## src/rtl/otb_pkg.sv

```systemverilog
// shared types and constants for the one-shot timer bank
`timescale 1ns / 1ps

package otb_pkg;

   localparam int SLOTS  = 8;
   localparam int SLOT_W = 3;
   localparam int OP_W   = 3;
   localparam int TAG_W  = 8;
   localparam int TICK_W = 32;
   localparam int DUR_W  = 32;
   localparam int TPM_W  = 16;

   localparam logic [TPM_W-1:0] TPM_RESET = TPM_W'(1);

   typedef enum logic [OP_W-1:0] {
      OP_TICK    = 3'd0,
      OP_START   = 3'd1,
      OP_STOP    = 3'd2,
      OP_REBASE  = 3'd3,
      OP_RELEASE = 3'd4
   } op_type;

   typedef enum logic [1:0] {
      ST_IDLE,
      ST_START,
      ST_SCAN,
      ST_EMIT
   } state_type;

   typedef struct packed {
      logic load;
      logic start_wr;
      logic scan_step;
      logic emit;
   } cmd_type;

   typedef struct packed {
      logic scan_last;
      logic mask_empty;
      logic out_free;
   } status_type;

endpackage

```

## src/rtl/otb_ifs.sv

```systemverilog
// request and response channel interfaces
`timescale 1ns / 1ps

interface otb_req_if;
   import otb_pkg::*;

   logic              valid;
   logic              ready;
   logic [OP_W-1:0]   operation;
   logic [SLOT_W-1:0] slot;
   logic [TAG_W-1:0]  tag;
   logic [DUR_W-1:0]  duration_ms;
   logic [TICK_W-1:0] tick_value;

   modport source (output valid, operation, slot, tag, duration_ms, tick_value,
                   input ready);
   modport sink (input valid, operation, slot, tag, duration_ms, tick_value,
                 output ready);
endinterface

interface otb_rsp_if;
   import otb_pkg::*;

   logic              valid;
   logic              ready;
   logic [SLOT_W-1:0] expired_slot;
   logic [TAG_W-1:0]  expired_tag;
   logic              last;

   modport source (output valid, expired_slot, expired_tag, last, input ready);
   modport sink (input valid, expired_slot, expired_tag, last, output ready);
endinterface

```

## src/rtl/one_shot_timer_bank.sv

```systemverilog
// Stop, release and rebase take effect on acceptance; start is captured on acceptance and written
// in the START state, which does the scaling multiply. A tick is accepted, then scanned in the SCAN
// state (one slot compare per cycle); EMIT then registers one response word per expired slot,
// holding while the previous word is not taken. The bank handles one request at a time.
// Reset clears all armed flags, the current tick and the rsp_valid flag; ticks_per_ms goes to 1.
`timescale 1ns / 1ps

module one_shot_timer_bank (
   input  logic                      clock,
   input  logic                      reset,
   otb_req_if.sink                   req_chan,
   otb_rsp_if.source                 rsp_chan,
   input  logic                      csr_we,
   input  logic [otb_pkg::TPM_W-1:0]  csr_wdata
);
   import otb_pkg::*;

   cmd_type    cmd;
   status_type status;

   otb_ctrl u_ctrl (
      .clock         (clock),
      .reset         (reset),
      .req_valid     (req_chan.valid),
      .req_operation (req_chan.operation),
      .req_ready     (req_chan.ready),
      .status        (status),
      .cmd           (cmd)
   );

   otb_dp u_dp (
      .clock            (clock),
      .reset            (reset),
      .csr_we           (csr_we),
      .csr_wdata        (csr_wdata),
      .req_operation    (req_chan.operation),
      .req_slot         (req_chan.slot),
      .req_tag          (req_chan.tag),
      .req_duration_ms  (req_chan.duration_ms),
      .req_tick_value   (req_chan.tick_value),
      .cmd              (cmd),
      .status           (status),
      .rsp_ready        (rsp_chan.ready),
      .rsp_valid        (rsp_chan.valid),
      .rsp_expired_slot (rsp_chan.expired_slot),
      .rsp_expired_tag  (rsp_chan.expired_tag),
      .rsp_last         (rsp_chan.last)
   );

endmodule

```

## src/rtl/otb_ctrl.sv

```systemverilog
// controller state machine for the timer bank
`timescale 1ns / 1ps

module otb_ctrl (
   input  logic                    clock,
   input  logic                    reset,
   input  logic                    req_valid,
   input  logic [otb_pkg::OP_W-1:0] req_operation,
   output logic                    req_ready,
   input  otb_pkg::status_type     status,
   output otb_pkg::cmd_type        cmd
);
   import otb_pkg::*;

   state_type state_ff;
   state_type state_in;

   always_ff @(posedge clock) begin
      if (reset) begin
         state_ff <= ST_IDLE;
      end else begin
         state_ff <= state_in;
      end
   end

   always_comb begin
      state_in = state_ff;
      unique case (state_ff)
         ST_IDLE: begin
            if (req_valid) begin
               unique case (req_operation)
                  OP_TICK:  state_in = ST_SCAN;
                  OP_START: state_in = ST_START;
                  default:  state_in = ST_IDLE;
               endcase
            end
         end
         ST_START: state_in = ST_IDLE;
         ST_SCAN: begin
            if (status.scan_last) state_in = ST_EMIT;
         end
         ST_EMIT: begin
            if (status.mask_empty) state_in = ST_IDLE;
         end
         default: state_in = ST_IDLE;
      endcase
   end

   always_comb begin
      req_ready     = (state_ff == ST_IDLE);
      cmd.load      = (state_ff == ST_IDLE) && req_valid;
      cmd.start_wr  = (state_ff == ST_START);
      cmd.scan_step = (state_ff == ST_SCAN);
      cmd.emit      = (state_ff == ST_EMIT) && !status.mask_empty && status.out_free;
   end

   a_scan_to_emit: assert property (@(posedge clock) disable iff (reset)
      (state_ff == ST_SCAN) && status.scan_last |=> (state_ff == ST_EMIT))
      else $error("scan did not hand over to emit");

endmodule

```

## src/rtl/otb_dp.sv

```systemverilog
// slot storage, scaling multiplier, expiry scan and response register
`timescale 1ns / 1ps

module otb_dp (
   input  logic                      clock,
   input  logic                      reset,
   input  logic                      csr_we,
   input  logic [otb_pkg::TPM_W-1:0]  csr_wdata,
   input  logic [otb_pkg::OP_W-1:0]   req_operation,
   input  logic [otb_pkg::SLOT_W-1:0] req_slot,
   input  logic [otb_pkg::TAG_W-1:0]  req_tag,
   input  logic [otb_pkg::DUR_W-1:0]  req_duration_ms,
   input  logic [otb_pkg::TICK_W-1:0] req_tick_value,
   input  otb_pkg::cmd_type           cmd,
   output otb_pkg::status_type        status,
   input  logic                      rsp_ready,
   output logic                      rsp_valid,
   output logic [otb_pkg::SLOT_W-1:0] rsp_expired_slot,
   output logic [otb_pkg::TAG_W-1:0]  rsp_expired_tag,
   output logic                      rsp_last
);
   import otb_pkg::*;

   logic [SLOTS-1:0]              armed_ff, armed_in;
   logic [SLOTS-1:0][TICK_W-1:0]  start_ff, start_in;
   logic [SLOTS-1:0][TICK_W-1:0]  limit_ff, limit_in;
   logic [SLOTS-1:0][TAG_W-1:0]   tag_ff, tag_in;
   logic [TICK_W-1:0]             now_ff, now_in;
   logic [TPM_W-1:0]              tpm_ff, tpm_in;
   logic [SLOT_W-1:0]             slot_ff, slot_in;
   logic [TAG_W-1:0]              itag_ff, itag_in;
   logic [DUR_W-1:0]              dur_ff, dur_in;
   logic [SLOT_W-1:0]             idx_ff, idx_in;
   logic [SLOTS-1:0]              expire_ff, expire_in;
   logic                          rsp_valid_ff, rsp_valid_in;
   logic [SLOT_W-1:0]             rsp_slot_ff, rsp_slot_in;
   logic [TAG_W-1:0]              rsp_tag_ff, rsp_tag_in;
   logic                          rsp_last_ff, rsp_last_in;

   logic [TICK_W-1:0]       elapsed;
   logic                    hit;
   logic [DUR_W+TPM_W-1:0]  product;
   logic [SLOT_W-1:0]       pick;
   logic [SLOTS-1:0]        rest;
   logic                    req_slot_ok;
   logic                    hold_slot_ok;

   always_ff @(posedge clock) begin
      if (reset) begin
         armed_ff     <= '0;
         now_ff       <= '0;
         tpm_ff       <= TPM_RESET;
         idx_ff       <= '0;
         expire_ff    <= '0;
         rsp_valid_ff <= 1'b0;
      end else begin
         armed_ff     <= armed_in;
         now_ff       <= now_in;
         tpm_ff       <= tpm_in;
         idx_ff       <= idx_in;
         expire_ff    <= expire_in;
         rsp_valid_ff <= rsp_valid_in;
      end
   end

   always_ff @(posedge clock) begin
      start_ff    <= start_in;
      limit_ff    <= limit_in;
      tag_ff      <= tag_in;
      slot_ff     <= slot_in;
      itag_ff     <= itag_in;
      dur_ff      <= dur_in;
      rsp_slot_ff <= rsp_slot_in;
      rsp_tag_ff  <= rsp_tag_in;
      rsp_last_ff <= rsp_last_in;
   end

   always_comb begin
      elapsed      = now_ff - start_ff[idx_ff];
      hit          = armed_ff[idx_ff] && (elapsed >= limit_ff[idx_ff]);
      product      = dur_ff * tpm_ff;
      req_slot_ok  = ({1'b0, req_slot} < (SLOT_W+1)'(SLOTS));
      hold_slot_ok = ({1'b0, slot_ff} < (SLOT_W+1)'(SLOTS));

      pick = '0;
      for (int i = SLOTS - 1; i >= 0; i--) begin
         if (expire_ff[i]) pick = SLOT_W'(i);
      end
      rest       = expire_ff;
      rest[pick] = 1'b0;

      armed_in     = armed_ff;
      start_in     = start_ff;
      limit_in     = limit_ff;
      tag_in       = tag_ff;
      now_in       = now_ff;
      tpm_in       = tpm_ff;
      slot_in      = slot_ff;
      itag_in      = itag_ff;
      dur_in       = dur_ff;
      idx_in       = idx_ff;
      expire_in    = expire_ff;
      rsp_valid_in = rsp_valid_ff;
      rsp_slot_in  = rsp_slot_ff;
      rsp_tag_in   = rsp_tag_ff;
      rsp_last_in  = rsp_last_ff;

      if (csr_we) tpm_in = csr_wdata;

      if (cmd.load) begin
         slot_in = req_slot;
         itag_in = req_tag;
         dur_in  = req_duration_ms;
         idx_in  = '0;
         case (req_operation)
            OP_TICK: now_in = req_tick_value;
            OP_REBASE: begin
               now_in = req_tick_value;
               for (int i = 0; i < SLOTS; i++) begin
                  if (armed_ff[i]) start_in[i] = req_tick_value;
               end
            end
            OP_STOP: begin
               if (req_slot_ok) armed_in[req_slot] = 1'b0;
            end
            OP_RELEASE: begin
               if (req_slot_ok) begin
                  armed_in[req_slot] = 1'b0;
                  start_in[req_slot] = '0;
                  limit_in[req_slot] = '0;
                  tag_in[req_slot]   = '0;
               end
            end
            default: ;
         endcase
      end

      if (cmd.start_wr && hold_slot_ok && (dur_ff != '0)) begin
         limit_in[slot_ff] = product[TICK_W-1:0];
         start_in[slot_ff] = now_ff;
         tag_in[slot_ff]   = itag_ff;
         armed_in[slot_ff] = 1'b1;
      end

      if (cmd.scan_step) begin
         expire_in[idx_ff] = hit;
         if (hit) armed_in[idx_ff] = 1'b0;
         idx_in = idx_ff + 1'b1;
      end

      if (cmd.emit) begin
         expire_in[pick] = 1'b0;
         rsp_valid_in    = 1'b1;
         rsp_slot_in     = pick;
         rsp_tag_in      = tag_ff[pick];
         rsp_last_in     = (rest == '0);
      end else if (rsp_ready) begin
         rsp_valid_in = 1'b0;
      end
   end

   always_comb begin
      status.scan_last  = (idx_ff == SLOT_W'(SLOTS - 1));
      status.mask_empty = (expire_ff == '0);
      status.out_free   = !rsp_valid_ff || rsp_ready;
   end

   assign rsp_valid        = rsp_valid_ff;
   assign rsp_expired_slot = rsp_slot_ff;
   assign rsp_expired_tag  = rsp_tag_ff;
   assign rsp_last         = rsp_last_ff;

   a_no_overwrite: assert property (@(posedge clock) disable iff (reset)
      cmd.emit |-> (!rsp_valid_ff || rsp_ready))
      else $error("response word overwritten before taken");

   a_emit_clears: assert property (@(posedge clock) disable iff (reset)
      cmd.emit |=> !expire_ff[$past(pick)])
      else $error("reported slot still pending");

   a_last_drains: assert property (@(posedge clock) disable iff (reset)
      cmd.emit && (rest == '0) |=> (expire_ff == '0) && rsp_last_ff)
      else $error("last word sent with expiries pending");

endmodule

```

## src/flat_wrapper.sv

```systemverilog
// flat-port wrapper written by rule: the top's interface ports become plain ports
module one_shot_timer_bank_flat import otb_pkg::*;
  (clock, reset, csr_we, csr_wdata, req_chan_valid, req_chan_operation, req_chan_slot, req_chan_tag, req_chan_duration_ms, req_chan_tick_value, req_chan_ready, rsp_chan_valid, rsp_chan_expired_slot, rsp_chan_expired_tag, rsp_chan_last, rsp_chan_ready);
  otb_req_if req_chan_i ();
  otb_rsp_if rsp_chan_i ();
  input  logic clock;
  input  logic reset;
  input  logic csr_we;
  input  logic [otb_pkg::TPM_W-1:0] csr_wdata;
  input wire logic [$bits(req_chan_i.valid)-1:0] req_chan_valid;
  input wire logic [$bits(req_chan_i.operation)-1:0] req_chan_operation;
  input wire logic [$bits(req_chan_i.slot)-1:0] req_chan_slot;
  input wire logic [$bits(req_chan_i.tag)-1:0] req_chan_tag;
  input wire logic [$bits(req_chan_i.duration_ms)-1:0] req_chan_duration_ms;
  input wire logic [$bits(req_chan_i.tick_value)-1:0] req_chan_tick_value;
  output wire logic [$bits(req_chan_i.ready)-1:0] req_chan_ready;
  output wire logic [$bits(rsp_chan_i.valid)-1:0] rsp_chan_valid;
  output wire logic [$bits(rsp_chan_i.expired_slot)-1:0] rsp_chan_expired_slot;
  output wire logic [$bits(rsp_chan_i.expired_tag)-1:0] rsp_chan_expired_tag;
  output wire logic [$bits(rsp_chan_i.last)-1:0] rsp_chan_last;
  input wire logic [$bits(rsp_chan_i.ready)-1:0] rsp_chan_ready;
  assign req_chan_i.valid = req_chan_valid;
  assign req_chan_i.operation = req_chan_operation;
  assign req_chan_i.slot = req_chan_slot;
  assign req_chan_i.tag = req_chan_tag;
  assign req_chan_i.duration_ms = req_chan_duration_ms;
  assign req_chan_i.tick_value = req_chan_tick_value;
  assign req_chan_ready = req_chan_i.ready;
  assign rsp_chan_valid = rsp_chan_i.valid;
  assign rsp_chan_expired_slot = rsp_chan_i.expired_slot;
  assign rsp_chan_expired_tag = rsp_chan_i.expired_tag;
  assign rsp_chan_last = rsp_chan_i.last;
  assign rsp_chan_i.ready = rsp_chan_ready;
  one_shot_timer_bank u_core (.clock(clock), .reset(reset), .req_chan(req_chan_i), .rsp_chan(rsp_chan_i), .csr_we(csr_we), .csr_wdata(csr_wdata));
endmodule
```

## config.mk

```make
export PLATFORM = sky130hd
export DESIGN_NAME = one_shot_timer_bank_flat
export DESIGN_NICKNAME = d
export VERILOG_FILES = /design/src/rtl/otb_pkg.sv /design/src/rtl/otb_ifs.sv /design/src/rtl/one_shot_timer_bank.sv /design/src/rtl/otb_ctrl.sv /design/src/rtl/otb_dp.sv /design/src/flat_wrapper.sv
export SDC_FILE = /design/constraint.sdc
export NUM_CORES = 2
export LEC_CHECK = 0
export BUFFER_PORTS_ARGS = -buffer_cell sky130_fd_sc_hd__buf_4
export CORE_ASPECT_RATIO = 0.75
export CORE_MARGIN = 4
export CORE_UTILIZATION = 35
export CTS_CLUSTER_DIAMETER = 200
export DETAILED_ROUTE_END_ITERATION = 6
export SYNTH_ARGS = -nofsm -noshare
export SYNTH_HDL_FRONTEND = slang
export SYNTH_SLANG_ARGS = --single-unit
```

## constraint.sdc

```tcl
create_clock -name clock -period 8.5 [get_ports clock]
set_input_delay 1.275 -clock clock [delete_from_list [all_inputs] [get_ports clock]]
set_output_delay 1.275 -clock clock [all_outputs]
set_load 0.01 [all_outputs]
```

==> results.sh <==
export IMPL_core_area_um2=127000
export IMPL_syn_num_nets=5794
export IMPL_async_reset_ff_share_pct=0
export IMPL_grt_overflow=0
export IMPL_setup_violations=0
export IMPL_die_h_um=318
export IMPL_synth_edff_count=55
export IMPL_startpoint_type="flop"
export IMPL_clock_skew_ns=0.0386
export IMPL_numPortBuffers=112
export IMPL_antenna_found_initial=2
export IMPL_rsz0062_at_grt="false"
export IMPL_gp_congestion=0.871
export IMPL_hold_viol_final=0
export IMPL_period_share_pct=84.5
export IMPL_p_leak_nw=20.8
export IMPL_yosys_area_top_type="dfxtp_1"
export IMPL_drc_errors=4
export IMPL_p_comb_share_pct=44.4
export IMPL_fin_setup_tns_ns=0
export IMPL_pre_cts_ws_ns=1.45
export IMPL_fin_crit_ns=7.18
export IMPL_ys_ff_latch=701
export IMPL_die_width_um=422
export IMPL_via_count=38700
export IMPL_grt_max_degree=71
export IMPL_vdd_drop_max_uv=419
export IMPL_cts_setup_buffers=0
export IMPL_wl_um=152000
export IMPL_hold_slack_ns=0.454
export IMPL_critPathBufInv=4
export IMPL_clockBufferDepth=3
export IMPL_postLayoutSetupSlackWorst_ns=1.32
export IMPL_power_density_nw_per_um2=316
export IMPL_required_ns=8.99
export IMPL_avgSynthCellArea_um2=8.54
export IMPL_rows=113
export IMPL_p_sw_share_pct=41.3
export IMPL_ys_seq_area_share_pct=32.5
export IMPL_critPathCaptureType="flop"
export IMPL_max_freq_mhz=139
export IMPL_crit_family="adder cells"
export IMPL_min_path_type="flop to flop"
export IMPL_cts_root_buf="clkbuf_16"
export IMPL_pwr_share_clk_pct=23.5
export IMPL_nets=5600
export IMPL_drtIter0Drc=4445
export IMPL_worst_pin_slew_ns=1.30
export IMPL_slew_viol_final=0
export IMPL_antenna_left=0
export IMPL_grt_pass1_wl_um=233000
export IMPL_grt_pass1_vias=38100
export IMPL_synthFlopType="dfxtp_1"
export IMPL_ios=113
export IMPL_vias_per_cell=5.69
export IMPL_first_pass_iters=7
export IMPL_area_growth_pct=9.62
export IMPL_status="finished, violations left"
export IMPL_max_cap_viol_count=0
export IMPL_path_class="flop to flop"
export IMPL_start_util_pct=35.4
export IMPL_post_cts_resized=0
export IMPL_worst_path_max_delay_cell="dfxtp_1"
export IMPL_max_stage_delay_ns=0.96
export IMPL_max_slew_margin_pct=13.3
export IMPL_syn_inst=5260
export IMPL_dpl_hpwl_um=94600
export IMPL_synthTopCellsByArea="dfxtp_1 (29%), fa_1 (14%), nand2_1 (6.4%)"
export IMPL_cp_max_fo=19
export IMPL_p_int_mw=9.13
export IMPL_die_area_um2=134000
export IMPL_synthDistinctLibCells=101
export IMPL_wl_per_cell_um=22.3
export IMPL_cts_hold_buffers=0
export IMPL_path_clk_slew_ns=0.07
export IMPL_cpMostUsedCell="fa_1"
export IMPL_violations="DRC"
export IMPL_yosys_warnings=0
export IMPL_synth_top_cell_area_share_pct=28.8
export IMPL_arrival_ns=7.67
export IMPL_p_switching_mw=6.44
export IMPL_cts_htree_levels=3
export IMPL_syn_cell_area_um2=44900
export IMPL_clkSinkCount=701
export IMPL_clk_latency_ns=0.68
export IMPL_seq_power_share_pct=32.1
export IMPL_path_cells="buf_4 -> nand2_1 -> fa_1 -> fa_1 -> fa_1 -> inv_1 -> fa_1 -> fa_1 -> inv_1 -> fa_1 -> inv_1 -> ha_1 -> a21o_1 -> a311o_1 -> a221oi_1 -> o21ai_1 -> a31oi_2 -> o22ai_2 -> mux2i_2 -> a31oi_1"
export IMPL_grt_use_total_pct=22.0
export IMPL_cts_tree="yes"
export IMPL_numCtsBuffers=78
export IMPL_drive_gt1_share_pct=9.73
==> worst paths after layout <==
check / endpoint / start / depth (start not counted) / slack (ns)
max: u_core.u_dp.limit_ff[254] / u_core.u_dp.tpm_ff[1] / 20 / 1.32
min: u_core.u_dp.tag_ff[48] / u_core.u_dp.tag_ff[48] / 2 / 0.45
max reg2reg: u_core.u_dp.limit_ff[254] / u_core.u_dp.tpm_ff[1] / 20 / 1.32
min reg2reg: u_core.u_dp.tag_ff[48] / u_core.u_dp.tag_ff[48] / 2 / 0.45
==> cell usage in the layout (no fill, tap or decap), drive strengths merged, types with 54 or more instances in the layout <==
cell	n
and2	187
fa	305
o21ai	295
edfxtp	55
nor2	428
a221oi	116
dfxtp	646
xnor2	54
clkbuf	112
o31ai	118
inv	366
nand3	360
a31oi	54
mux2i	94
nand2	765
buf	194
ha	130
a21oi	305
==> synth_stat cells, types with 7 or more instances <==
cell / instances
nand2b_1: 18
a221oi_1: 115
nor4_1: 14
inv_1: 360
nand3_1: 360
nor2b_1: 19
fa_1: 305
buf_1: 38
a32oi_1: 42
mux2i_1: 93
ha_1: 130
o21a_1: 14
nor3_1: 21
or3_1: 11
nand4_1: 10
a22o_1: 25
o21ai_1: 14
and3_1: 15
and2_1: 185
buf_4: 18
mux2_2: 49
o31ai_1: 116
clkbuf_1: 316
o22ai_1: 18
edfxtp_1: 55
o21ai_2: 10
mux4_2: 34
a21o_1: 41
a31oi_1: 52
xor2_1: 27
o311ai_2: 8
a211oi_1: 22
a21oi_1: 304
o21bai_1: 7
buf_2: 63
clkbuf_8: 21
xnor2_1: 50
nor2_1: 427
a22oi_1: 45
nand2_1: 765
o21ai_0: 271
dfxtp_1: 646
o211ai_1: 8
==> worst register-to-register path: cells and delay by family (launching register included) <==
kind,cells,cell delay (ns)
compound gates,7,1.65
simple gates,1,0.10
mux,1,0.44
flops,1,0.96
buf+inv,4,0.49
fa+ha+maj,7,3.34
==> cell families (layout without fill, tap and decap cells) <==
logic type | after synthesis | after routing | share of synthesized area [%]
XOR/XNOR | 82 | 82 | 1.71
flip-flops | 701 | 701 | 32.5
buffers and inverters | 829 | 700 | 7.90
adder cells (fa/ha/maj) | 435 | 435 | 17.2
AO/OA/AOI/OAI | 1172 | 1172 | 17.3
multiplexers | 177 | 177 | 5.04
other | 0 | 3 | 0
AND/OR/NAND/NOR | 1864 | 1864 | 18.4
==> per-stage QoR <==
step,util (%),cells,power [mW],cell area (um2)
6_report,38.8,6801,15.6,49200
5_1_grt,38.8,6800,16.6,49200
4_1_cts,38.8,6798,15.5,49200
3_5_place_dp,36.6,6653,11.8,46500
3_3_place_gp,36.6,6653,11.7,46500
2_1_floorplan,-,5260,10.1,44900
==> state kept, by name, indices dropped and copies added, names as in the netlist <==
| name | count |
|---|---|
| u_core.u_dp.tpm_ff | 16 |
| u_core.u_dp.idx_ff | 3 |
| u_core.u_dp.rsp_valid | 1 |
| u_core.u_dp.now_ff | 32 |
| u_core.u_dp.expire_ff | 8 |
| u_core.u_ctrl.state_ff | 2 |
| u_core.u_dp.rsp_expired_slot | 3 |
| u_core.u_dp.armed_ff | 8 |
| u_core.u_dp.limit_ff | 256 |
| u_core.u_dp.dur_ff | 32 |
| u_core.u_dp.rsp_last | 1 |
| u_core.u_dp.tag_ff | 64 |
| u_core.u_dp.start_ff | 256 |
| u_core.u_dp.slot_ff | 3 |
| u_core.u_dp.rsp_expired_tag | 8 |
| u_core.u_dp.itag_ff | 8 |
==> power by group through the flow <==
stage               registers [mW]  clock network (mW)  logic, mW
finish                        5.00                3.66       6.91
global route                  5.10                3.83       7.71
CTS                           4.97                3.70       6.86
detailed placement            5.02                   0       6.82
global placement              5.00                   0       6.72
floorplan                     4.80                   0       5.33
==> routing by layer <==
metal | up-vias | wire (um) | global-route usage, %
li1 | 17500 | - | -
met1 | 19000 | 66000 | 30.9
met2 | 1897 | 67100 | 34.2
met3 | 267 | 14900 | 4.55
met4 | 0 | 4010 | 6.41
met5 | - | 0 | 0
==> cell type report <==
type / instances / area, um2
fill: 12700 / 77700
multi-input combinational: 3730 / 27000
sequential: 701 / 14600
clock buffer: 112 / 2330
tap: 1667 / 2090
timing repair buffer: 194 / 1470
inverter: 361 / 1360
clock inverter: 33 / 414
antenna: 3 / 7.51
(Power assumes the default switching activity.)
